`src/yuyv_to_rgb_bottom_up_core_defines.svh`:
```
// Assertion macros for the YUYV to BGR converter core.
// Uses the clk and arst_n names of the module that includes this header.
`ifndef YUYV_TO_RGB_BOTTOM_UP_CORE_DEFINES_SVH
`define YUYV_TO_RGB_BOTTOM_UP_CORE_DEFINES_SVH

// Same-cycle implication, disabled during reset.
`define Y2R_ASSERT_NOW(label, ante, cons, msg) \
	label: assert property (@(posedge clk) disable iff (!arst_n) (ante) |-> (cons)) \
		else $error(msg);

// Next-cycle implication, disabled during reset.
`define Y2R_ASSERT_NEXT(label, ante, cons, msg) \
	label: assert property (@(posedge clk) disable iff (!arst_n) (ante) |=> (cons)) \
		else $error(msg);

`endif

```
`src/yuyv2rgb_pkg.sv`:
```
// Shared types, register indexes and helper functions for the YUYV to BGR core.
// No dependencies.
package yuyv2rgb_pkg;

	localparam int unsigned MaxWidth  = 4096;
	localparam int unsigned MaxHeight = 4096;

	localparam int unsigned CfgW   = 13;
	localparam int unsigned ColW   = 14;
	localparam int unsigned RowW   = 12;
	localparam int unsigned AddrW  = 26;
	localparam int unsigned AccW   = 20;

	typedef enum logic {
		REG_IMAGE_WIDTH  = 1'b0,
		REG_IMAGE_HEIGHT = 1'b1
	} cfg_reg_t;

	typedef struct packed {
		logic [7:0] blue;
		logic [7:0] green;
		logic [7:0] red;
	} bgr_t;

	// Even width clamped to 2..MaxWidth, times three bytes per pixel.
	function automatic logic [ColW-1:0] line_bytes(input logic [CfgW-1:0] width);
		logic [CfgW-1:0] w;
		w = {width[CfgW-1:1], 1'b0};
		if (w < CfgW'(2))
			w = CfgW'(2);
		else if (w > CfgW'(MaxWidth))
			w = CfgW'(MaxWidth);
		return ({1'b0, w} << 1) + {1'b0, w};
	endfunction

	function automatic logic [CfgW-1:0] eff_height(input logic [CfgW-1:0] height);
		logic [CfgW-1:0] h;
		h = height;
		if (h < CfgW'(1))
			h = CfgW'(1);
		else if (h > CfgW'(MaxHeight))
			h = CfgW'(MaxHeight);
		return h;
	endfunction

	// Drop the Q8 fraction (floor) and saturate to 0..255.
	function automatic logic [7:0] q8_sat(input logic signed [AccW-1:0] acc);
		logic signed [AccW-1:0] q;
		q = acc >>> 8;
		if (q < 0)
			return 8'd0;
		else if (q > AccW'(255))
			return 8'd255;
		else
			return q[7:0];
	endfunction

endpackage

```
`src/yuyv2rgb_pixel.sv`:
```
// One-pixel BT.601 studio-range YCbCr to BGR converter, Q8 coefficients.
// Depends on yuyv2rgb_pkg.
module yuyv2rgb_pixel
	import yuyv2rgb_pkg::*;
(
	input  logic [7:0] luma,
	input  logic [7:0] cb,
	input  logic [7:0] cr,
	output bgr_t       pixel
);

	logic signed [AccW-1:0] c, d, e, yterm;
	logic signed [AccW-1:0] acc_b, acc_g, acc_r;

	always_comb begin
		c     = $signed({{(AccW-8){1'b0}}, luma}) - AccW'(16);
		d     = $signed({{(AccW-8){1'b0}}, cb}) - AccW'(128);
		e     = $signed({{(AccW-8){1'b0}}, cr}) - AccW'(128);
		yterm = AccW'(298) * c + AccW'(128);
		acc_b = yterm + AccW'(516) * d;
		acc_g = yterm - AccW'(100) * d - AccW'(208) * e;
		acc_r = yterm + AccW'(409) * e;
		pixel.blue  = q8_sat(acc_b);
		pixel.green = q8_sat(acc_g);
		pixel.red   = q8_sat(acc_r);
	end

endmodule

```
`src/yuyv_to_rgb_bottom_up_core.sv`:
```
// Top level of the YUYV macropixel to BGR888 converter for bottom-up bitmaps.
// Depends on yuyv2rgb_pkg, yuyv2rgb_pixel and the core defines header.
`include "yuyv_to_rgb_bottom_up_core_defines.svh"

// Takes one YUYV macropixel per beat and returns two BGR pixels, the byte address
// of the first pixel in a bottom-up BGR frame buffer, and tlast on the frame's
// last macropixel, after which the column and row counters wrap. Throughput is one
// macropixel per clock while m_tready is high; an input register holds the counter
// results, then the color math and the address multiply feed the output register.
// Set image_width and image_height only while the core is empty; counters keep
// their value across a write.
module yuyv_to_rgb_bottom_up_core
	import yuyv2rgb_pkg::*;
(
	input  logic             clk,
	input  logic             arst_n,
	input  logic             cfg_we,
	input  logic             cfg_index,
	input  logic [CfgW-1:0]  cfg_data,
	input  logic             s_tvalid,
	output logic             s_tready,
	// luma_first, chroma_blue, luma_second, chroma_red (8 bits each, from bit 0)
	input  logic [31:0]      s_tdata,
	output logic             m_tvalid,
	input  logic             m_tready,
	// blue_first, green_first, red_first, blue_second, green_second, red_second
	// (8 bits each), byte_offset (26), zero fill (6), from bit 0
	output logic [79:0]      m_tdata,
	output logic             m_tlast
);

	logic [CfgW-1:0] width_q, height_q;
	logic [ColW-1:0] col_q;
	logic [RowW-1:0] row_q;

	logic [ColW-1:0] lb_c;
	logic [CfgW-1:0] h_c;
	logic            line_end_c, last_c;
	logic [RowW-1:0] flip_c;
	logic            s_acc, adv_s1;

	logic            valid_s1;
	logic [31:0]     data_s1;
	logic [RowW-1:0] flip_s1;
	logic [ColW-1:0] lb_s1, col_s1;
	logic            last_s1;

	bgr_t            px0_c, px1_c;
	logic [AddrW-1:0] offset_c;

	logic            valid_s2;
	bgr_t            px0_s2, px1_s2;
	logic [AddrW-1:0] offset_s2;
	logic            last_s2;

	always_ff @(posedge clk or negedge arst_n) begin
		if (!arst_n) begin
			width_q  <= CfgW'(640);
			height_q <= CfgW'(480);
		end else if (cfg_we) begin
			unique case (cfg_index)
				REG_IMAGE_WIDTH:  width_q  <= cfg_data;
				REG_IMAGE_HEIGHT: height_q <= cfg_data;
				default: ;
			endcase
		end
	end

	always_comb begin
		lb_c       = line_bytes(width_q);
		h_c        = eff_height(height_q);
		line_end_c = ({1'b0, col_q} + (ColW+1)'(6)) >= {1'b0, lb_c};
		last_c     = line_end_c && (({1'b0, row_q} + CfgW'(1)) >= h_c);
		// a row past the last line addresses flipped row zero
		if ({1'b0, row_q} < h_c)
			flip_c = RowW'(h_c - CfgW'(1) - {1'b0, row_q});
		else
			flip_c = '0;
	end

	assign adv_s1   = valid_s1 && (!valid_s2 || m_tready);
	assign s_tready = !valid_s1 || adv_s1;
	assign s_acc    = s_tvalid && s_tready;

	always_ff @(posedge clk or negedge arst_n) begin
		if (!arst_n) begin
			col_q <= '0;
			row_q <= '0;
		end else if (s_acc) begin
			if (last_c) begin
				col_q <= '0;
				row_q <= '0;
			end else if (line_end_c) begin
				col_q <= '0;
				row_q <= row_q + RowW'(1);
			end else begin
				col_q <= col_q + ColW'(6);
			end
		end
	end

	always_ff @(posedge clk or negedge arst_n) begin
		if (!arst_n)
			valid_s1 <= 1'b0;
		else if (s_tready)
			valid_s1 <= s_tvalid;
	end

	always_ff @(posedge clk) begin
		if (s_acc) begin
			data_s1 <= s_tdata;
			flip_s1 <= flip_c;
			lb_s1   <= lb_c;
			col_s1  <= col_q;
			last_s1 <= last_c;
		end
	end

	yuyv2rgb_pixel u_px0 (
		.luma  (data_s1[7:0]),
		.cb    (data_s1[15:8]),
		.cr    (data_s1[31:24]),
		.pixel (px0_c)
	);

	yuyv2rgb_pixel u_px1 (
		.luma  (data_s1[23:16]),
		.cb    (data_s1[15:8]),
		.cr    (data_s1[31:24]),
		.pixel (px1_c)
	);

	assign offset_c = ({{(AddrW-RowW){1'b0}}, flip_s1} * {{(AddrW-ColW){1'b0}}, lb_s1})
		+ {{(AddrW-ColW){1'b0}}, col_s1};

	always_ff @(posedge clk or negedge arst_n) begin
		if (!arst_n)
			valid_s2 <= 1'b0;
		else if (!valid_s2 || m_tready)
			valid_s2 <= valid_s1;
	end

	always_ff @(posedge clk) begin
		if (adv_s1) begin
			px0_s2    <= px0_c;
			px1_s2    <= px1_c;
			offset_s2 <= offset_c;
			last_s2   <= last_s1;
		end
	end

	assign m_tvalid = valid_s2;
	assign m_tlast  = last_s2;
	assign m_tdata  = {6'd0, offset_s2,
		px1_s2.red, px1_s2.green, px1_s2.blue,
		px0_s2.red, px0_s2.green, px0_s2.blue};

	`Y2R_ASSERT_NEXT(a_frame_wrap, s_acc && last_c, col_q == '0 && row_q == '0,
		"counters did not wrap after the last macropixel")
	`Y2R_ASSERT_NEXT(a_col_step, s_acc && !line_end_c, col_q == $past(col_q) + ColW'(6),
		"column did not advance by one macropixel")
	`Y2R_ASSERT_NEXT(a_s1_moves, adv_s1, valid_s2, "result lost between stages")
	`Y2R_ASSERT_NOW(a_hold_idle, !s_acc && !cfg_we && !valid_s1 && !valid_s2, s_tready,
		"empty core refused input")

endmodule
```
`config.mk`:
```
export PLATFORM = sky130hd
export DESIGN_NAME = yuyv_to_rgb_bottom_up_core
export DESIGN_NICKNAME = d
export VERILOG_FILES = /design/src/yuyv2rgb_pkg.sv /design/src/yuyv2rgb_pixel.sv /design/src/yuyv_to_rgb_bottom_up_core.sv
export VERILOG_INCLUDE_DIRS = /design/src /design/src/src
export SDC_FILE = /design/constraint.sdc
export NUM_CORES = 1
export LEC_CHECK = 0
export BUFFER_PORTS_ARGS = -buffer_cell sky130_fd_sc_hd__buf_2
export CORE_MARGIN = 2
export CORE_UTILIZATION = 64
export CTS_CLUSTER_SIZE = 16
export DETAILED_ROUTE_END_ITERATION = 12
export HOLD_SLACK_MARGIN = 0.05
export PLACE_DENSITY = 0.83
export SLEW_MARGIN = 25
export SYNTH_ARGS = -nofsm -noshare
export SYNTH_HDL_FRONTEND = slang
export SYNTH_SLANG_ARGS = --single-unit
```
`constraint.sdc`:
```
create_clock -name clk -period 9.77 [get_ports clk]
set_input_delay 0 -clock clk [delete_from_list [all_inputs] [get_ports clk]]
set_output_delay 0 -clock clk [all_outputs]
set_load 0.01 [all_outputs]
```
-- Yosys cells after proc, flatten, opt, wreduce, memory -nomap -nowiden
Cells that the tools add are included.
- equal/unequal tests: 0
- muxes and demuxes: 14
- multiply operators: 7
- divide/modulo/power cells: 0
- magnitude comparators: 19
- shift operators: 0
- reductions and logical operators: 11
- bitwise gates (word level): 1
- add/subtract/negate cells: 22
- operators with widths (cell ; number):
    adder 20 bit ; 4
    subtractor 20 bit ; 4
    greater-than comparator 12 x 9 -> 1 bit (second input constant) ; 6
    < comparator 12 x 1 -> 1 bit (second input constant) ; 6
    two-way mux 13 bit ; 4
    two-way mux 8 bit ; 6
    adder 20 x 9 -> 20 bit (second input constant) ; 2
    multiplier 9 x 20 -> 19 bit (first input constant) ; 2
    two-way mux 14 bit ; 2
    adder 26 x 14 -> 26 bit ; 1
    greater-than comparator 13 bit (second input constant) ; 2
    multiplier 12 x 14 -> 26 bit ; 1
    two-way mux 12 bit ; 2
    multiplier 10 x 20 -> 20 bit (first input constant) ; 1
    multiplier 5 x 20 -> 16 bit (first input constant) ; 1
    multiplier 6 x 20 -> 18 bit (first input constant) ; 1
    multiplier 9 x 20 -> 18 bit (first input constant) ; 1
    subtractor 8 x 5 -> 9 bit (second input constant) ; 2
    subtractor 8 x 8 -> 9 bit (second input constant) ; 2
    adder 14 x 3 -> 15 bit (second input constant) ; 1
    greater-or-equal comparator 15 x 14 -> 1 bit ; 1
    adder 14 x 13 -> 14 bit ; 1
    adder 14 x 3 -> 14 bit (second input constant) ; 1
    adder 12 x 1 -> 13 bit (second input constant) ; 1
    13 further kinds ; 19
- memories kept: 0
- bits in latches: 0
- bits in read-only memories: 0
- input port bits: 51
- RAM bits: 0
- word-level logic and storage cells: 93
- output and inout port bits: 83
- register bits: 202

-- Longest topological paths before layout
Gate-level depths: netlist (run 1).
- depth after elaboration: 8
- depth in mapped cells: 31
- gate-level depth less buffers: 30

-- By module
A second synthesis (run 1) with hierarchy kept.
- cells, all modules: 2962
- area, all modules: 28628.7 um^2
- by module, submodules not included (module ; times used ; cells an instance ; area each (um^2) ; seq. area each (um^2)):
    yuyv_to_rgb_bottom_up_core ; 1 ; 1354 ; 14706.6 ; 5662.9
    yuyv2rgb_pixel at u_px0 ; 1 ; 814 ; 7010.5 ; 0.0
    yuyv2rgb_pixel at u_px1 ; 1 ; 794 ; 6911.6 ; 0.0

-- Least setup slack after synthesis (run 1)
OpenSTA, ideal clock, no wires.
- kind: register to register
- start point: register data_s1[20]
- end point: register px1_s2 (netlist bit m_tdata[32]), data pin
- clock period less this slack: 7.094 ns
- required time: 9.516 ns
- library setup time: 0.254 ns
- cell stages (with the launch flop): 25
- path buffers: 1
- path slack: 2.676 ns
- data arrival time: 6.839 ns
- cells stage by stage: edfxtp_1 -> inv_1 -> ha_1 -> nor3b_1 -> buf_1 -> ha_1 -> ha_1 -> inv_1 -> fa_1 -> fa_1 -> inv_1 -> ha_1 -> and3_1 -> a221oi_2 -> xnor2_1 -> nand3b_1 -> or4_4 -> xor2_1 -> fa_1 -> ha_1 -> and4_1 -> a221o_1 -> o31ai_1 -> nand2_1 -> o21a_1
- cells in the longest elaborated chain, start to end: 7
- elaborated cells between the ends (all ways): 8
- those cells by class: add/sub: 4; mul: 1; order compare: 2; mux: 1
- RTL lines (what ; RTL line ; source):
    start: declaration ; yuyv_to_rgb_bottom_up_core.sv:43 ; logic [31:0] data_s1;
    start signal: assignment ; yuyv_to_rgb_bottom_up_core.sv:111 ; data_s1 <= s_tdata;
    subtractor 8 x 5 -> 9 bit (*) ; yuyv2rgb_pixel.sv:16 ; c = $signed({{(AccW-8){1'b0}}, luma}) - AccW'(16);
    multiplier 9 x 20 -> 19 bit (*) ; yuyv2rgb_pixel.sv:19 ; yterm = AccW'(298) * c + AccW'(128);
    adder 20 x 9 -> 20 bit (*) ; yuyv2rgb_pixel.sv:19 ;
    subtractor 20 bit (*) (2 in series) ; yuyv2rgb_pixel.sv:21 ; acc_g = yterm - AccW'(100) * d - AccW'(208) * e;
    greater-than comparator 12 x 9 -> 1 bit ; yuyv2rgb_pkg.sv:52 ; else if (q > AccW'(255))
    two-way mux 8 bit ; yuyv2rgb_pkg.sv:52 ;
    end signal: assignment ; yuyv_to_rgb_bottom_up_core.sv:146 ; px1_s2 <= px1_c;
    end: declaration ; yuyv_to_rgb_bottom_up_core.sv:52 ; bgr_t px0_s2, px1_s2;
Every way passes the cells marked *; elsewhere a longest branch is shown, timed or not.
A chain may end at the register's enable or synchronous reset.

-- Worst setup path in the final report (run 1)
Same ends and word-level chain as after synthesis.

==> summary.md, run 1 <==
| Metric | Value |
|---|---|
| Top post-synthesis cells by area | `ha_1, edfxtp_1, fa_1` |
| Worst Reg2Reg Path Length in Cells | `23` |
| Clock-pin slew of the registers on the worst-case setup and hold paths | `~0.09 ns` |
| Critical path class | `register to register` |
| Async set or reset register ratio after synthesis | `between 20% and 30%` |
| Cells after Synth | `around 2600` |
| Top FF cell, synth | `edfxtp_1` |
| Cts repair resizes | `0` |
| Vias | `between 15000 and 20000` |
| Die height | `203 µm` |
| Die W | `just over 200 µm` |
| CTS buffer count | `17` |
| Fillers | `~2800` |
| Post-DP HPWL | `a little under 50 mm` |
| Total core area | `38800 µm²` |
| First drt pass iteration count | `5` |
| Number of setup violations in the final report | `0` |
| TritonCTS clock tree | `done` |
| Root Buffer | `clkbuf_16` |
| Worst-Margin Slew | `around 0.94 ns` |
| Die ar. | `~41000 µm²` |
| Worst r2r dst | `m_tdata[32]$_SDFFCE_PN0P_` |
| Slew HR | `between 30% and 40%` |
| Crit path capture type | `register` |
| CP startpoint kind | `register` |
| Fmax | `about 120 MHz` |
| Commonest non-fill, non-tap cells in the layout | `inv_1, ha_1, fa_1` |
| Crit path required time | `10.01 ns` |
| Critical register-to-register path startpoint | `data_s1[20]$_DFFE_PP_` |
| Final period util | `between 80% and 90%` |
| Aggregate global-route resource usage | `roughly 31%` |
| Non-filler instance count after layout | `3305` |
| Layout Nets | `3471` |
| Status | `complete, no violations` |
| Crit-path max FO | `13` |
| Post-synth top area cell | `ha_1` |
| Gpl congestion | `0.943` |
| Vias in the first global route | `between 15000 and 20000` |
| Placed cell count | `about 3200` |
| Syn-to-layout area delta | `9.00%` |
| H-tree depth | `4` |
| Yosys cell types | `81` |
| Initial Util | `between 60% and 70%` |
| Share of layout cells above drive strength 1 | `approximately 8.4%` |
| Post-synthesis sequential area ratio | `roughly 22%` |
| Hold depth | `3` |
| Hold Path End | `width_q[11]$_DFFE_PN0P_` |
| PortBufs | `about 130` |
| Antenna Cells | `0` |
| First-pass GRT wire length | `a little under 100 mm` |
| Hold path start | `cfg_index` |
| Final TNS setup | `0 ns` |
| Post-synth EDFFs | `~150` |
| CTS Buffer Depth | `2` |
| Iteration-0 DRC Markers | `1586` |
| Number of max-cap violations | `0` |
| Hold Violations, Final | `0` |
| Final ANT Viol Nets | `0` |
| Dpl ws | `~1.8 ns` |
| Util after Layout | `71.0%` |
| Worst skew pair latency | `0.49 ns` |
| R2R setup slack | `roughly 1.7 ns` |
| DR WL/cell | `18.5 µm` |
| Max-slew violations | `0` |
| Largest net degree at the start of global routing | `75` |
| Most common cell after layout, fill and taps aside | `inv_1` |
| Clock sinks | `197` |
| RSZ-0062 raised after global routing | `no` |
| Synth Register Bits | `about 200` |
| Cell Area, Synth | `25300 µm²` |
| Share of the synthesized area in the top cell type | `~22%` |
| Rows | `72` |
| Synthesized area per cell | `slightly below 10 µm²` |
| I/O pins | `134` |
| Overflow after GRT | `0` |
| Setup Buffers After CTS | `0` |
| Overall routed net length | `a little over 60 mm` |
| CP arrival | `about 8.3 ns` |
| # DRC | `0` |
| Number of vias per cell | `5.79` |
| Fin worst setup slack | `approximately 1.7 ns` |
| Initial antenna violation count | `0` |
| YS warnings | `0` |
| Setup Skew | `about 0.015 ns` |
| HP Class | `input pin to register` |
| Final min period | `roughly 8.1 ns` |
cells in the mapped netlist (50+ instances only):
cell	count
nand2_1	193
fa_1	204
and2_1	64
a21o_1	59
edfxtp_1	145
xor2_1	65
inv_1	465
a21oi_1	113
xnor2_1	136
ha_1	442
nor2_1	114
o21ai_0	50
o21a_1	77
worst max-delay path by stage:
stage / start / end / slack, ns / cells after the start
2_1_floorplan: data_s1[20]$_DFFE_PP_ / m_tdata[32]$_SDFFCE_PN0P_ / 2.68 / 24
3_3_place_gp: data_s1[20]$_DFFE_PP_ / m_tdata[38]$_SDFFCE_PN0P_ / 1.97 / 23
3_5_place_dp: data_s1[20]$_DFFE_PP_ / m_tdata[32]$_SDFFCE_PN0P_ / 1.78 / 23
4_1_cts: data_s1[20]$_DFFE_PP_ / m_tdata[32]$_SDFFCE_PN0P_ / 1.76 / 23
5_1_grt: data_s1[20]$_DFFE_PP_ / m_tdata[35]$_SDFFCE_PN0P_ / 1.22 / 23
6_report: data_s1[20]$_DFFE_PP_ / m_tdata[32]$_SDFFCE_PN0P_ / 1.69 / 23
critical path: stages, from the launching register on:
cell and delay [ns]:
edfxtp_1 0.40, inv_1 0.17, ha_1 0.24, nor3b_2 0.78, ha_1 0.38, ha_1 0.28
inv_1 0.07, fa_1 0.50, fa_1 0.54, inv_1 0.05, ha_1 0.39, and3_1 0.22
a221oi_2 0.36, xnor2_1 0.22, nand3b_1 0.14, or4_4 0.45, xor2_1 0.54, fa_1 0.51
ha_1 0.38, and4_1 0.21, a221o_1 0.33, o31ai_1 0.23, nand2_1 0.20, o21a_1 0.24
metrics by stage:
step / hold slack, ns / area (µm²)
global route: 0.0505 / 27500
global placement: 0.155 / 26400
finish: 0.0121 / 27500
floorplan: -0.296 / 25300
CTS: 0.102 / 27500
detailed placement: 0.178 / 26400
flip-flops by register name (all words and copies together), names as in the netlist, 12 cells and up:
signal     flops
data_s1       32
flip_s1       12
height_q      13
col_s1        13
row_q         12
width_q       12
offset_s2     25
col_q         13
m_tdata       48
lb_s1         13
logic make-up (layout without fill, tap and decap cells):
| family | Yosys count | after routing | synth area share, % |
|---|---|---|---|
| adders and majority gates | 646 | 646 | 38.0 |
| and+or+nand+nor | 564 | 564 | 10.8 |
| buffers and inverters | 515 | 680 | 7.76 |
| AOI/OAI and AO/OA | 452 | 452 | 12.1 |
| xor gates and xnor gates | 207 | 207 | 7.35 |
| DFF | 197 | 197 | 22.4 |
| muxes | 34 | 34 | 1.50 |
| other | 1 | 7 | 0.0148 |
cell type report:
type                    instances  area [µm²]  area share, %
repair buffers                183        1200           4.36
clock inverters                15         181          0.659
inverters                     465        1750           6.34
flip-flops and latches        197        5660           20.6
multi-input cells            1910       17700           64.2
well taps                     518         648           2.35
clock buffers                  17         425           1.54
routing by layer:
metal  wire (µm)  GRT usage, %  share of wire, %
met3        4010          4.93               6.6
met2       28600          50.7                47
met5           0             0                 0
met4        1770          10.2               2.9
met1       26800          41.3                44
timing repair:
action / 4_1_cts / 5_1_grt
endpoints found under the setup margin: 0 / 0
hold endpoints to repair: 108 / 0
hold buffers: 49 / 0
Power of run 1 is left out: the tool's default activity adds up to more than one toggle a clock period on the data nets, which glitch-free logic cannot reach.
==> inputs of run 2 (changes only) <==
Clock period 9.77 ns to 7.9 ns, I/O delays scaled along.
==> run 2 against run 1 <==
Effect of this change:
- first-iteration DRC count decreased by 0.38%
- global-route usage fell by 0.21 points
- final cell count rose by 0.33%
- wire length down 0.62%
- worst hold slack better by 0.026 ns
- register-to-register slack worse by 1.3 ns
- maximum frequency is 7.3% higher
- sequential cell count stayed put
- final area grew 0.30%
- critical endpoint is now m_tdata[39]$_SDFFCE_PN0P_
==> summary.md, run 2 (synthesis results as in run 1) <==
| Metric | Value |
|---|---|
| WL met1 | `27.9 mm (was 26.8 mm)` |
| Die height | `203 µm (unchanged)` |
| I/O pins | `134 (unchanged)` |
| Post-DP HPWL | `49.6 mm (was 49.4 mm)` |
| Hold Violations, Final | `0 (unchanged)` |
| # DRC | `0 (unchanged)` |
| Final min period | `7.53 ns (was 8.08 ns)` |
| Met2 wire len | `26.3 mm (was 28.6 mm)` |
| Aggregate global-route resource usage | `30.5% (was 30.7%)` |
| R2R setup slack | `0.37 ns (was 1.69 ns)` |
| Number of flip-flops in the largest register | `48 (unchanged)` |
| Slew HR | `34.9% (was 37.2%)` |
| Hold depth | `3 (unchanged)` |
| Syn-to-layout area delta | `9.33% (was 9.00%)` |
| Setup Skew | `0.0177 ns (was 0.0149 ns)` |
| Crit path capture | `m_tdata[39]$_SDFFCE_PN0P_ (was m_tdata[32]$_SDFFCE_PN0P_)` |
| Rows | `72 (unchanged)` |
| Critical register-to-register path startpoint | `data_s1[22]$_DFFE_PP_ (was data_s1[20]$_DFFE_PP_)` |
| Status | `complete, no violations (unchanged)` |
| Final period util | `95.3% (was 82.7%)` |
| CP startpoint kind | `register (unchanged)` |
| TritonCTS clock tree | `done (unchanged)` |
| Crit-path max FO | `8 (was 13)` |
| Root Buffer | `clkbuf_16 (unchanged)` |
| Max-slew violations | `0 (unchanged)` |
| CP arrival | `7.76 ns (was 8.32 ns)` |
| Crit path capture type | `register (unchanged)` |
| Largest net degree at the start of global routing | `75 (unchanged)` |
| Most common cell after layout, fill and taps aside | `inv_1 (unchanged)` |
| Worst-Margin Slew | `0.970 ns (was 0.937 ns)` |
| First drt pass iteration count | `5 (unchanged)` |
| Number of vias per cell | `5.76 (was 5.79)` |
| Antenna Cells | `0 (unchanged)` |
| First-pass GRT wire length | `98.3 mm (was 99.4 mm)` |
| Final instance area | `27600 µm² (was 27500 µm²)` |
| Die ar. | `41100 µm² (unchanged)` |
| Vias | `19096 (was 19148)` |
| Initial Util | `65.1% (unchanged)` |
| Placed instance area | `26500 µm² (was 26400 µm²)` |
| Worst r2r dst | `m_tdata[39]$_SDFFCE_PN0P_ (was m_tdata[32]$_SDFFCE_PN0P_)` |
| Initial antenna violation count | `0 (unchanged)` |
| Crit path required time | `8.13 ns (was 10.01 ns)` |
| Number of setup violations in the final report | `0 (unchanged)` |
| Met3 Wirelength | `4.85 mm (was 4.01 mm)` |
| Layout Nets | `3482 (was 3471)` |
| Total core area | `38800 µm² (unchanged)` |
| Critical path class | `register to register (unchanged)` |
| HP Class | `input pin to register (unchanged)` |
| CTS buffer count | `17 (unchanged)` |
| Iteration-0 DRC Markers | `1580 (was 1586)` |
| Vias in the first global route | `19270 (was 19730)` |
| Clock sinks | `197 (unchanged)` |
| Final TNS setup | `0 ns (unchanged)` |
| Commonest non-fill, non-tap cells in the layout | `inv_1, ha_1, fa_1 (unchanged)` |
| Final ANT Viol Nets | `0 (unchanged)` |
| Number of max-cap violations | `0 (unchanged)` |
| PortBufs | `126 (unchanged)` |
| Share of layout cells above drive strength 1 | `8.86% (was 8.40%)` |
| H-tree depth | `4 (unchanged)` |
| Crit. Startpoint | `data_s1[22]$_DFFE_PP_ (was data_s1[20]$_DFFE_PP_)` |
| Overall routed net length | `60.7 mm (was 61.1 mm)` |
| DR WL/cell | `18.3 µm (was 18.5 µm)` |
| Overflow after GRT | `0 (unchanged)` |
| Gpl congestion | `0.942 (was 0.943)` |
| CTS Buffer Depth | `2 (unchanged)` |
| Fmax | `133 MHz (was 124 MHz)` |
| Worst Reg2Reg Path Length in Cells | `22 (was 23)` |
| Worst skew pair latency | `0.48 ns (was 0.49 ns)` |
| Die W | `203 µm (unchanged)` |
| Top routing layer in use | `met5 (was met4)` |
| Clock-pin slew of the registers on the worst-case setup and hold paths | `0.08 ns (was 0.09 ns)` |
==> run 2: cell types whose count changed in the layout (fill, tap and decap cells not counted), sizes merged <==
cell    delta
clkinv     +2
inv        -4
clkbuf     +2
buf       +11
==> run 2: how the worst min path moves through the flow <==
| stage | from | to | slack, ns |
|---|---|---|---|
| finish | cfg_index | width_q[8]$_DFFE_PN0P_ | 0.04 |
| detailed placement | arst_n | width_q[8]$_DFFE_PN0P_ | 0.08 |
| CTS | cfg_index | width_q[6]$_DFFE_PN0P_ | 0.13 |
| global placement | s_tdata[29] | data_s1[29]$_DFFE_PP_ | 0.18 |
| floorplan | arst_n | col_q[10]$_DFFE_PN0P_ | -0.30 |
| global route | cfg_index | width_q[4]$_DFFE_PN0P_ | 0.05 |
==> run 2: worst max-delay path, cell delays in order (launching register included) <==
cell	delay (ns)
edfxtp_1	0.49
nor3_1	0.33
xor2_1	0.37
ha_1	0.31
ha_1	0.27
inv_1	0.07
fa_1	0.51
fa_1	0.54
inv_1	0.04
ha_1	0.38
and3_1	0.21
a221oi_2	0.35
xnor2_1	0.22
nand3b_1	0.13
or4_4	0.46
xor2_1	0.50
fa_1	0.50
ha_1	0.39
a21o_1	0.20
a221o_1	0.36
o31ai_1	0.22
nand2_1	0.20
o21a_1	0.24
==> run 2: final cells by class <==
type	count	area, µm²
clock buffer	19	454
clock inverter	13	116
fill	2874	11200
inverter	465	1750
multi-input combinational	1910	17700
sequential	197	5660
tap	518	648
timing repair buffer	194	1290
==> run 2: what timing repair did <==
item                                    CTS  global route
hold endpoints to repair                111             0
hold buffers                             49             0
gates resized for setup                   0             7
buffers inserted                          0             1
endpoints found under the setup margin    0            32
==> run 2: metal layers <==
| metal | up-vias | GRT usage, % |
|---|---|---|
| met1 | 9205 | 43.4 |
| met3 | 115 | 6.40 |
| met5 | - | 1.55 |
| met2 | 687 | 46.5 |
| met4 | 2 | 9.62 |
| li1 | 9087 | - |
==> run 2: per-stage QoR <==
| stage | hold slack, ns | setup slack (ns) | instances | utilization, % |
|---|---|---|---|---|
| detailed placement | 0.0807 | 0.228 | 3233 | 68.2 |
| floorplan | -0.296 | 0.806 | 2622 | - |
| global placement | 0.176 | 0.594 | 3233 | 68.2 |
| global route | 0.0545 | -0.0254 | 3316 | 71.2 |
| CTS | 0.125 | 0.162 | 3314 | 71.0 |
| finish | 0.0381 | 0.369 | 3316 | 71.2 |
Power of run 2 is left out for the same reason.
